## config.mk

```make
export PLATFORM = sky130hd
export DESIGN_NAME = timed_key_replay_sequencer_top
export DESIGN_NICKNAME = d
export VERILOG_FILES = /design/src/hdl/tkr_pkg.sv /design/src/hdl/tkr_table.sv /design/src/hdl/timed_key_replay_sequencer_top.sv
export SDC_FILE = /design/constraint.sdc
export NUM_CORES = 2
export LEC_CHECK = 0
export BUFFER_PORTS_ARGS = -buffer_cell sky130_fd_sc_hd__buf_2
export CAP_MARGIN = 40
export CORE_MARGIN = 2
export CORE_UTILIZATION = 45
export CTS_CLUSTER_DIAMETER = 50
export DETAILED_ROUTE_END_ITERATION = 7
export HOLD_SLACK_MARGIN = 0.03
export PLACE_DENSITY = 0.71
export SYNTH_ARGS = -nofsm -noshare
export SYNTH_HDL_FRONTEND = slang
export SYNTH_SLANG_ARGS = --single-unit
```

## constraint.sdc

```tcl
create_clock -name clk -period 4.15 [get_ports clk]
set_input_delay 0.415 -clock clk [delete_from_list [all_inputs] [get_ports clk]]
set_output_delay 0.415 -clock clk [all_outputs]
set_load 0.05 [all_outputs]
```

## src/hdl/tkr_pkg.sv

```systemverilog
// Shared types and constants for the timed key replay sequencer.
// Used by the action table module and the top level; depends on nothing.
`timescale 1ns / 1ps

package tkr_pkg;

  localparam int TableDepthDefault = 64;

  // Request kinds carried on the input tuser.
  typedef enum logic [1:0] {
    REQ_SCAN     = 2'd0,
    REQ_ACTIVATE = 2'd1,
    REQ_WRITE    = 2'd2,
    REQ_UNUSED   = 2'd3
  } req_type_t;

  // Key state codes on the result channel.
  localparam logic KEY_HELD     = 1'b0;
  localparam logic KEY_RELEASED = 1'b1;

  typedef struct packed {
    logic [15:0] delay_ms;
    logic [15:0] press_ms;
    logic [7:0]  col;
    logic [7:0]  row;
  } entry_t;

  // Write request from the sequencer to the action table.
  typedef struct packed {
    logic       en;
    logic [5:0] index;
    entry_t     entry;
  } table_wr_t;

endpackage

```

## src/hdl/tkr_table.sv

```systemverilog
// Action table: single write port, one registered read port with write bypass.
// Depends on tkr_pkg for the entry and write request types.
`timescale 1ns / 1ps

module tkr_table #(
  parameter int TABLE_DEPTH = tkr_pkg::TableDepthDefault,
  parameter int AW          = $clog2(TABLE_DEPTH)
) (
  input  logic               clk,
  input  tkr_pkg::table_wr_t wr,
  input  logic [AW-1:0]      rd_addr,
  output tkr_pkg::entry_t    rd_data
);

  tkr_pkg::entry_t mem [TABLE_DEPTH];
  tkr_pkg::entry_t rd_data_r;

  logic [AW+5:0] wr_wide;
  logic [AW-1:0] wr_addr;
  logic          wr_ok;

  assign wr_wide = {{AW{1'b0}}, wr.index};
  assign wr_addr = wr_wide[AW-1:0];
  assign wr_ok   = wr.en && (wr_wide < (AW+6)'(TABLE_DEPTH));

  // A write to the slot being read lands in the read register at once, so the
  // read data always matches the table contents at the current position.
  always_ff @(posedge clk) begin
    if (wr_ok) begin
      mem[wr_addr] <= wr.entry;
    end
    if (wr_ok && (wr_addr == rd_addr)) begin
      rd_data_r <= wr.entry;
    end else begin
      rd_data_r <= mem[rd_addr];
    end
  end

  assign rd_data = rd_data_r;

endmodule

```

## src/hdl/timed_key_replay_sequencer_top.sv

```systemverilog
// Top level of the timed key replay sequencer: control state, timing and
// result register with skid stage. Depends on tkr_pkg and tkr_table.
`timescale 1ns / 1ps

// Usage
// Input beats carry a request kind on in_tuser: scan tick, activate playback
// or write of a table entry. Table writes and activates never give a result.
// A scan tick during playback gives at most one key event on the out_ channel:
// held while the press time has not passed, released on the tick it passes.
// Throughput is one input beat per clock cycle while the skid register is
// empty; each beat is handled in the cycle it is accepted and any result is
// registered in the output register, or in the skid register while the output
// beat is stalled. The position's table entry is read from a registered memory
// port addressed by the next position. When the receiver stalls, one further
// result is kept in a skid register; in_tready is low exactly while that skid
// register is occupied, and no beat is taken then, not even one that would
// give no result.
// Reset (rst_n low, synchronous) stops playback and clears position and
// timers. The action table is not cleared: entries are undefined until
// written, and there is no clearing pass.

module timed_key_replay_sequencer_top #(
  parameter int TABLE_DEPTH = tkr_pkg::TableDepthDefault
) (
  input  logic        clk,
  input  logic        rst_n,
  input  logic        in_tvalid,
  output logic        in_tready,
  // [31:0] now_ms, [37:32] entry_index, [45:38] entry_row, [53:46] entry_col,
  // [69:54] entry_press_ms, [85:70] entry_delay_ms, [87:86] zero
  input  logic [87:0] in_tdata,
  // [1:0] req_type
  input  logic [1:0]  in_tuser,
  output logic        out_tvalid,
  input  logic        out_tready,
  // [7:0] key_row, [15:8] key_col, [16] key_state, [23:17] zero
  output logic [23:0] out_tdata
);

  localparam int AW = $clog2(TABLE_DEPTH);
  localparam int PW = $clog2(TABLE_DEPTH + 1);

  // Input field unpacking.
  logic [31:0]         now_ms;
  tkr_pkg::req_type_t  req;
  tkr_pkg::table_wr_t  wr;
  tkr_pkg::entry_t     cur_entry;

  assign now_ms            = in_tdata[31:0];
  assign req               = tkr_pkg::req_type_t'(in_tuser);
  assign wr.index          = in_tdata[37:32];
  assign wr.entry.row      = in_tdata[45:38];
  assign wr.entry.col      = in_tdata[53:46];
  assign wr.entry.press_ms = in_tdata[69:54];
  assign wr.entry.delay_ms = in_tdata[85:70];

  logic accept;
  assign accept = in_tvalid && in_tready;
  assign wr.en  = accept && (req == tkr_pkg::REQ_WRITE);

  // Control state.
  logic          playing_r, playing_nxt;
  logic          key_down_r, key_down_nxt;
  logic [PW-1:0] position_r, position_nxt;
  logic [31:0]   start_r, start_nxt;
  logic [15:0]   hold_r, hold_nxt;
  logic [15:0]   gap_r, gap_nxt;

  // Result registers.
  logic        out_valid_r, skid_valid_r;
  logic [16:0] out_data_r, skid_data_r;
  logic        res_valid;
  logic [16:0] res_data;

  logic          in_range;
  logic [31:0]   elapsed;
  logic          hold_passed, gap_passed;
  logic [PW-1:0] rd_pos;

  assign in_range    = position_r < PW'(TABLE_DEPTH);
  assign elapsed     = now_ms - start_r;
  assign hold_passed = elapsed > {16'd0, hold_r};
  assign gap_passed  = elapsed > {16'd0, gap_r};
  // During reset the read port follows the first entry, where position restarts.
  assign rd_pos      = rst_n ? position_nxt : '0;

  tkr_table #(
    .TABLE_DEPTH (TABLE_DEPTH),
    .AW          (AW)
  ) u_table (
    .clk     (clk),
    .wr      (wr),
    .rd_addr (rd_pos[AW-1:0]),
    .rd_data (cur_entry)
  );

  always_comb begin
    playing_nxt  = playing_r;
    key_down_nxt = key_down_r;
    position_nxt = position_r;
    start_nxt    = start_r;
    hold_nxt     = hold_r;
    gap_nxt      = gap_r;
    res_valid    = 1'b0;
    res_data     = {1'b0, in_range ? cur_entry.col : 8'd0, in_range ? cur_entry.row : 8'd0};
    if (accept) begin
      case (req)
        tkr_pkg::REQ_ACTIVATE: begin
          playing_nxt = 1'b1;
        end
        tkr_pkg::REQ_SCAN: begin
          if (playing_r) begin
            if (hold_r == 16'd0) begin
              // Load tick: a position past the table end acts as a terminator.
              hold_nxt = in_range ? cur_entry.press_ms : 16'd0;
              gap_nxt  = in_range ? cur_entry.delay_ms : 16'd0;
              if (hold_nxt == 16'd0) begin
                position_nxt = '0;
                playing_nxt  = 1'b0;
              end else begin
                key_down_nxt = 1'b1;
                start_nxt    = now_ms;
              end
            end else if (key_down_r) begin
              res_valid = 1'b1;
              if (hold_passed) begin
                key_down_nxt = 1'b0;
                start_nxt    = now_ms;
                res_data[16] = tkr_pkg::KEY_RELEASED;
              end else begin
                res_data[16] = tkr_pkg::KEY_HELD;
              end
            end else if (gap_passed) begin
              if (in_range) begin
                position_nxt = position_r + PW'(1);
              end
              hold_nxt = 16'd0;
            end
          end
        end
        default: begin
        end
      endcase
    end
  end

  always_ff @(posedge clk) begin
    if (!rst_n) begin
      playing_r  <= 1'b0;
      key_down_r <= 1'b0;
      position_r <= '0;
      start_r    <= 32'd0;
      hold_r     <= 16'd0;
      gap_r      <= 16'd0;
    end else begin
      playing_r  <= playing_nxt;
      key_down_r <= key_down_nxt;
      position_r <= position_nxt;
      start_r    <= start_nxt;
      hold_r     <= hold_nxt;
      gap_r      <= gap_nxt;
    end
  end

  // Output register with a skid stage behind it. The skid register only fills
  // when a result arrives while the output beat is stalled.
  assign in_tready = !skid_valid_r;

  always_ff @(posedge clk) begin
    if (!rst_n) begin
      out_valid_r  <= 1'b0;
      skid_valid_r <= 1'b0;
    end else if (!out_valid_r || out_tready) begin
      out_valid_r  <= skid_valid_r || res_valid;
      skid_valid_r <= 1'b0;
    end else if (res_valid) begin
      skid_valid_r <= 1'b1;
    end
  end

  always_ff @(posedge clk) begin
    if (!out_valid_r || out_tready) begin
      out_data_r <= skid_valid_r ? skid_data_r : res_data;
    end else if (res_valid) begin
      skid_data_r <= res_data;
    end
  end

  assign out_tvalid = out_valid_r;
  assign out_tdata  = {7'd0, out_data_r};

`ifndef ASSERT_OFF
  a_skid_behind_out: assert property (@(posedge clk) disable iff (!rst_n)
    skid_valid_r |-> out_valid_r)
    else $error("skid register holds a beat while the output register is empty");

  a_stop_rewinds: assert property (@(posedge clk) disable iff (!rst_n)
    $fell(playing_r) |-> (position_r == '0) && (hold_r == 16'd0))
    else $error("playback stopped without returning to the first entry");

  a_press_has_time: assert property (@(posedge clk) disable iff (!rst_n)
    key_down_r |-> (hold_r != 16'd0))
    else $error("key held with no press time loaded");

  a_position_bound: assert property (@(posedge clk) disable iff (!rst_n)
    position_r <= PW'(TABLE_DEPTH))
    else $error("position ran past the table end");
`endif

endmodule

```

# Word level (Yosys, flattened, before mapping)
# Memory sizes are Yosys's and may differ from the RTL's. A register that Yosys moved wholly into a read port is not among the register bits.
# Index checks and enable logic that the tools add are counted.
dict set report op_classes {
  muxes 42
  eq_ne 5
  add_sub_neg 2
  n_bitwise 2
  n_shift 0
  n_mul 0
  reduce_logical 23
  order_cmp 4
  div_mod_pow 0
}
# cell n
set ops {}
lappend ops {{two-way mux 32 bit} 4}
lappend ops {{two-way mux 16 bit} 5}
lappend ops {{greater-than comparator 32 x 16 -> 1 bit} 2}
lappend ops {{two-way mux 7 bit} 5}
lappend ops {{logical NOT 16 bit} 2}
lappend ops {{subtractor 32 bit} 1}
lappend ops {{two-way mux 6 bit} 4}
lappend ops {{two-way mux 1 bit} 20}
lappend ops {{two-way mux 17 bit} 1}
lappend ops {{two-way mux 8 bit} 2}
lappend ops {{nonzero test 2 bit} 5}
lappend ops {{AND reduction 4 bit} 2}
lappend ops {{adder 7 x 1 -> 7 bit, second input constant} 1}
lappend ops {{< comparator 6 x 7 -> 1 bit, second input constant} 1}
lappend ops {{< comparator 7 bit, second input constant} 1}
lappend ops {{AND reduction 7 bit} 1}
lappend ops {{AND reduction 6 bit} 1}
lappend ops {{AND reduction 5 bit} 1}
lappend ops {{!= test 2 x 1 -> 1 bit, second input constant} 2}
lappend ops {{AND reduction 2 bit} 2}
lappend ops {{logical AND 1 bit} 3}
lappend ops {{== test 2 x 1 -> 1 bit, second input constant} 1}
lappend ops {{== test 2 bit, second input constant} 1}
lappend ops {{logical NOT 1 bit} 2}
lappend ops {{6 further kinds} 8}
dict set report totals {
  elab_cells 90
  memories 1
  regBits 109
  ram_bits 3072
  mem_bits_ro 0
  latch_bits 0
}
# name words word_bits read_ports rd_ports_with_merged_regs write_ports line
set memory_table {}
lappend memory_table {u_table.mem 64 48 1 1 1 tkr_table.sv:15} ;# tkr_pkg::entry_t mem [TABLE_DEPTH];

# Logic depth before layout (Yosys ltp)
dict set report logic_depth {
  ltp_word 9
  mapped_depth 23
}

# Modules after synthesis
# A second synthesis with hierarchy kept.
dict set report hier_totals {
  cells_unflattened 5843
  hier_area_um2 124244.2
}
# mod n_inst cells_each area_per_inst_um2 seq_area_each_um2
set modules_own_cells {}
lappend modules_own_cells {tkr_table 1 4956 116678.2 92368.6}
lappend modules_own_cells {timed_key_replay_sequencer_top 1 887 7566.0 2522.4}

# Worst setup path before layout
# OpenSTA, ideal clock, no wires.
dict set report synth_timing {
  path_kind {in2reg}
  start {input in_tdata[4]}
  end {register start_r[0]}
  setup_slack_ns 0.037
  arrival_ns 4.041
  n_path_buf 2
  setup_time_ns 0.072
  cell_stages 21
  cell_sequence {ha_1 a21o_1 a21o_1 or2_2 a21o_1 a21oi_1 xnor2_1 ha_1 a21o_1 a21o_1 a21o_1 a21o_1 a21oi_1 nor2b_1 o21ai_0 a22oi_1 nor4_1 o22a_1 buf_6 buf_12 mux2i_1}
}
dict set report synth_between {
  elab_chain_len 4
}
# element line
set synth_lines {}
lappend synth_lines {{start: declaration} timed_key_replay_sequencer_top.sv:31} ;# input logic [87:0] in_tdata,
lappend synth_lines {{subtractor 32 bit} timed_key_replay_sequencer_top.sv:81} ;# assign elapsed = now_ms - start_r;
lappend synth_lines {{greater-than comparator 32 x 16 -> 1 bit} timed_key_replay_sequencer_top.sv:82} ;# assign hold_passed = elapsed > {16'd0, hold_r};
lappend synth_lines {{nonzero test 2 bit (no source line)} --}
lappend synth_lines {{AND reduction 6 bit (no source line)} --}
lappend synth_lines {{end signal: assignment} timed_key_replay_sequencer_top.sv:159} ;# start_r <= start_nxt;
lappend synth_lines {{end: declaration} timed_key_replay_sequencer_top.sv:65} ;# logic [31:0] start_r, start_nxt;
# No other way between the ends.
# A chain may end at the register's enable or synchronous reset.

# Worst setup path after layout
dict set report layout_timing {
  start {register position_r[1]}
  end {register start_r[25]}
}
dict set report layout_between {
  elab_chain_len 5
}
# element line
set layout_lines {}
lappend layout_lines {{start: declaration} timed_key_replay_sequencer_top.sv:64} ;# logic [PW-1:0] position_r, position_nxt;
lappend layout_lines {{start signal: assignment} timed_key_replay_sequencer_top.sv:158} ;# position_r <= position_nxt;
lappend layout_lines {{< comparator 7 bit} timed_key_replay_sequencer_top.sv:80} ;# assign in_range = position_r < PW'(TABLE_DEPTH);
lappend layout_lines {{two-way mux 16 bit} timed_key_replay_sequencer_top.sv:115} ;# hold_nxt = in_range ? cur_entry.press_ms : 16'd0;
lappend layout_lines {{logical NOT 16 bit} timed_key_replay_sequencer_top.sv:117} ;# if (hold_nxt == 16'd0) begin
lappend layout_lines {{!= test 2 bit (no source line)} --}
lappend layout_lines {{AND reduction 6 bit (no source line)} --}
# No other way between the ends.

==> out/metrics.yaml <==
wirelength_um: 338000
hp-class: "input pin to register"
wl_per_cell_um: 33.3
r2r_slack_ns: -0.03
fp-row-count: 192
crit_fanout: 36
drc: 0
yosysTopAreaCell: "edfxtp_1"
synth_area_um2: 124000
finalSetupViolations: 6
synth_ff_type: "edfxtp_1"
synth_fa_ha_area_share_pct: 0.660
fin_ws_ns: -0.0250
cts_buffer_depth: 4
maxCapViolations: 0
drt_iter0_markers: 9227
final_cell_mix: "3106 x edfxtp_1, 910 x mux4_2, 334 x clkbuf_16, 244 x buf_4, 196 x nand2_1"
post-place-cells: 9441
min_period_ns: 4.18
crit_path_end_kind: "register"
synth.area.mux_share_pct: 17.9
yosys.area_share.simple_pct: 1.95
io_buffers: 110
peakVddDrop_mv: 0.307
synth_edf_count: 3106
grt_pass1_vias: 62442
failed_checks: "setup timing"
die_width_um: 530
cts_buffers: 329
yosys.area_share.xor_xnor_pct: 0.176
seq_area_frac_synth_pct: 76.2
critPathArrivalTime_ns: 5.00
synth_top_family_by_area: "multiplexers"
cp_top_family: "buffers and inverters"
chipHeight_um: 530
coreArea_um2: 274000
grt_start_max_net_pins: 144
gr-usage-all-layers_pct: 23.9
place_ws_ns: -0.510
synth_cell_types: 75
finalSetupTns_ns: -0.0832
worst_pin_slew_ns: 1.07
synthToLayoutAreaGrowth_pct: 16.5
ys_ff_latch: 3181
htree_num_levels: 5
synthCells: 5562
clkTransAtPathRegs_ns: 0.07
pwr-share-seq_pct: 54.5
dieArea_um2: 281000
crit_slowest_cell: "o21ai_0"
required_ns: 4.97
status: "complete, but fails checks"
power_frac_clock_pct: 43.5
p_leak_uw: 0.0446
antenna_found_initial: 32
clkSinkCount: 3181
powerDensity_nw_per_um2: 447
fmax_ghz: 0.240
place_hpwl_um: 185000
avgSynthCellArea_um2: 22.4
path_class: "register to register"
grt-ovfl-total: 0
gp_congestion: 0.880
antenna_left: 0
fin_util_pct: 52.8
final_common_cell: "edfxtp_1"
tritoncts: "built"
start_util_pct: 45.3
intPower_uw: 51800
async_flop_share_pct: 0
yosys_warnings: 0
fin_crit_sh_pct: 101
drtPass1Iterations: 5
cp_num_buf_inv: 7
finClkSkew_ns: 0.0718
rsz0062_at_grt: "yes"
synth_compound_area_share_pct: 1.71
fin_nets: 6359
vias_per_cell: 6.24
clk_latency_ns: 0.97
vias: 63294
combPwrFrac_pct: 2.0
power.switching_uw: 13000
holdWs_ns: 0.165
synthTopCellsByArea: "edfxtp_1 75%, mux4_2 16%, dfxtp_1 1.2%"
synth_top_area_share_pct: 75.0
root_buffer: "clkbuf_16"
slew_headroom_pct: 28.5
drive_gt1_share_pct: 31.7
drv_slew: 0
swShare_pct: 20.0
layout.cells.non_filler: 10145
io_pins: 120
path_cells: "buf_12, buf_4, buf_12, inv_1, o21ai_0, a21oi_1, nor2_1, o21ai_0, o21ai_0, or4_4, nor4_4, buf_4, o22a_4, buf_12, buf_12, mux2i_2"
grt_first_pass_wirelength_um: 472000
crit_top_cell: "buf_12"
startpoint_type: "register"
final_hold_viol_count: 0
cpPeakStageDelay_ns: 0.58
cell type report:
cell class	instances	area (um^2)
antenna	21	52.6
clock buffer	378	8480
clock inverter	191	1680
fill	20528	130000
inverter	78	305
multi-input combinational	2020	28600
sequential	3181	94800
tap	3686	4610
timing repair buffer	590	6370
stage by stage:
step,total power (uW),cell area (um^2)
finish,64800,145000
global route,66400,145000
CTS,65000,144000
detailed placement,37100,133000
global placement,37000,132000
floorplan,36400,124000
Yosys cell counts, types with 6 or more instances:
cell type  count
nand3b_1       6
nor2b_1       39
o21bai_1       6
nor2_1       138
o211ai_1       8
inv_1         76
buf_6         11
buf_4         36
clkbuf_1     103
a22oi_1       51
a22o_1         8
a21oi_1       75
or2_2          6
a31oi_1       14
xor2_1         8
and2_1         6
mux4_2       910
buf_1         38
o22ai_1        6
a221oi_1       6
dfxtp_1       75
nand2b_1      10
edfxtp_1    3106
nor3_1        15
or3_1          7
a211oi_1       9
nand2_1      196
xnor2_1       17
o31ai_1       15
mux2_2        26
nand3_1       35
mux2i_1      142
and4_1         6
and3_1        11
ha_1          64
o21ai_0       58
buf_2         98
a211o_1        6
nand4_1       25
a21o_1        22
power groups by stage:
stage | clock network (uW) | registers (uW) | logic (uW)
6_report | 28200 | 35300 | 1290
5_1_grt | 29700 | 35300 | 1400
4_1_cts | 28500 | 35300 | 1220
3_5_place_dp | 0 | 36000 | 1140
3_3_place_gp | 0 | 36000 | 1020
2_1_floorplan | 0 | 36000 | 396
metal layers:
| metal | share of wire, % | vias up | GRT usage, % | wire (um) |
|---|---|---|---|---|
| met5 | 0.014 | - | 0 | 46 |
| met1 | 38 | 33774 | 32.7 | 128000 |
| met3 | 11 | 674 | 5.08 | 35900 |
| li1 | - | 24826 | - | - |
| met4 | 3.8 | 6 | 8.65 | 12900 |
| met2 | 48 | 4014 | 38.0 | 162000 |
timing repair:
item                                    in CTS  in global routing
resized for setup                           32                 35
endpoints found under the setup margin      57                 58
gates cloned                                 4                  2
endpoints found under the hold margin     1485                896
setup buffers                               14                  3
pin swaps                                   12                 20
hold buffers                                64                 14
logic make-up (layout without fill, tap and decap cells):
family | count (synthesis) | after routing
AOI/OAI and AO/OA | 324 | 324
other | 1 | 28
DFF | 3181 | 3181
and+or+nand+nor | 521 | 521
muxes | 1078 | 1078
buffers and inverters | 367 | 1237
adders and majority gates | 65 | 65
xor gates and xnor gates | 25 | 25
flip-flops by register name, indices dropped and copies added (netlist names):
| signal | count |
|---|---|
| u_table.mem | 3072 |
| start_r | 32 |
| out_data_r | 17 |
| skid_data_r | 17 |
| gap_r | 16 |
| hold_r | 16 |
| position_r | 7 |
| key_down_r | 1 |
| out_tvalid | 1 |
| playing_r | 1 |
| skid_valid_r | 1 |
path summary, 6_finish.rpt:
kind | startpoint | end | cells past startpoint
max reg2reg | position_r[1] | start_r[25] | 16
min | in_tdata[71] | u_table.mem[55][33] | 1
max | position_r[1] | start_r[25] | 16
min reg2reg | start_r[20] | start_r[20] | 2
Power figures use the tool's default switching activity.
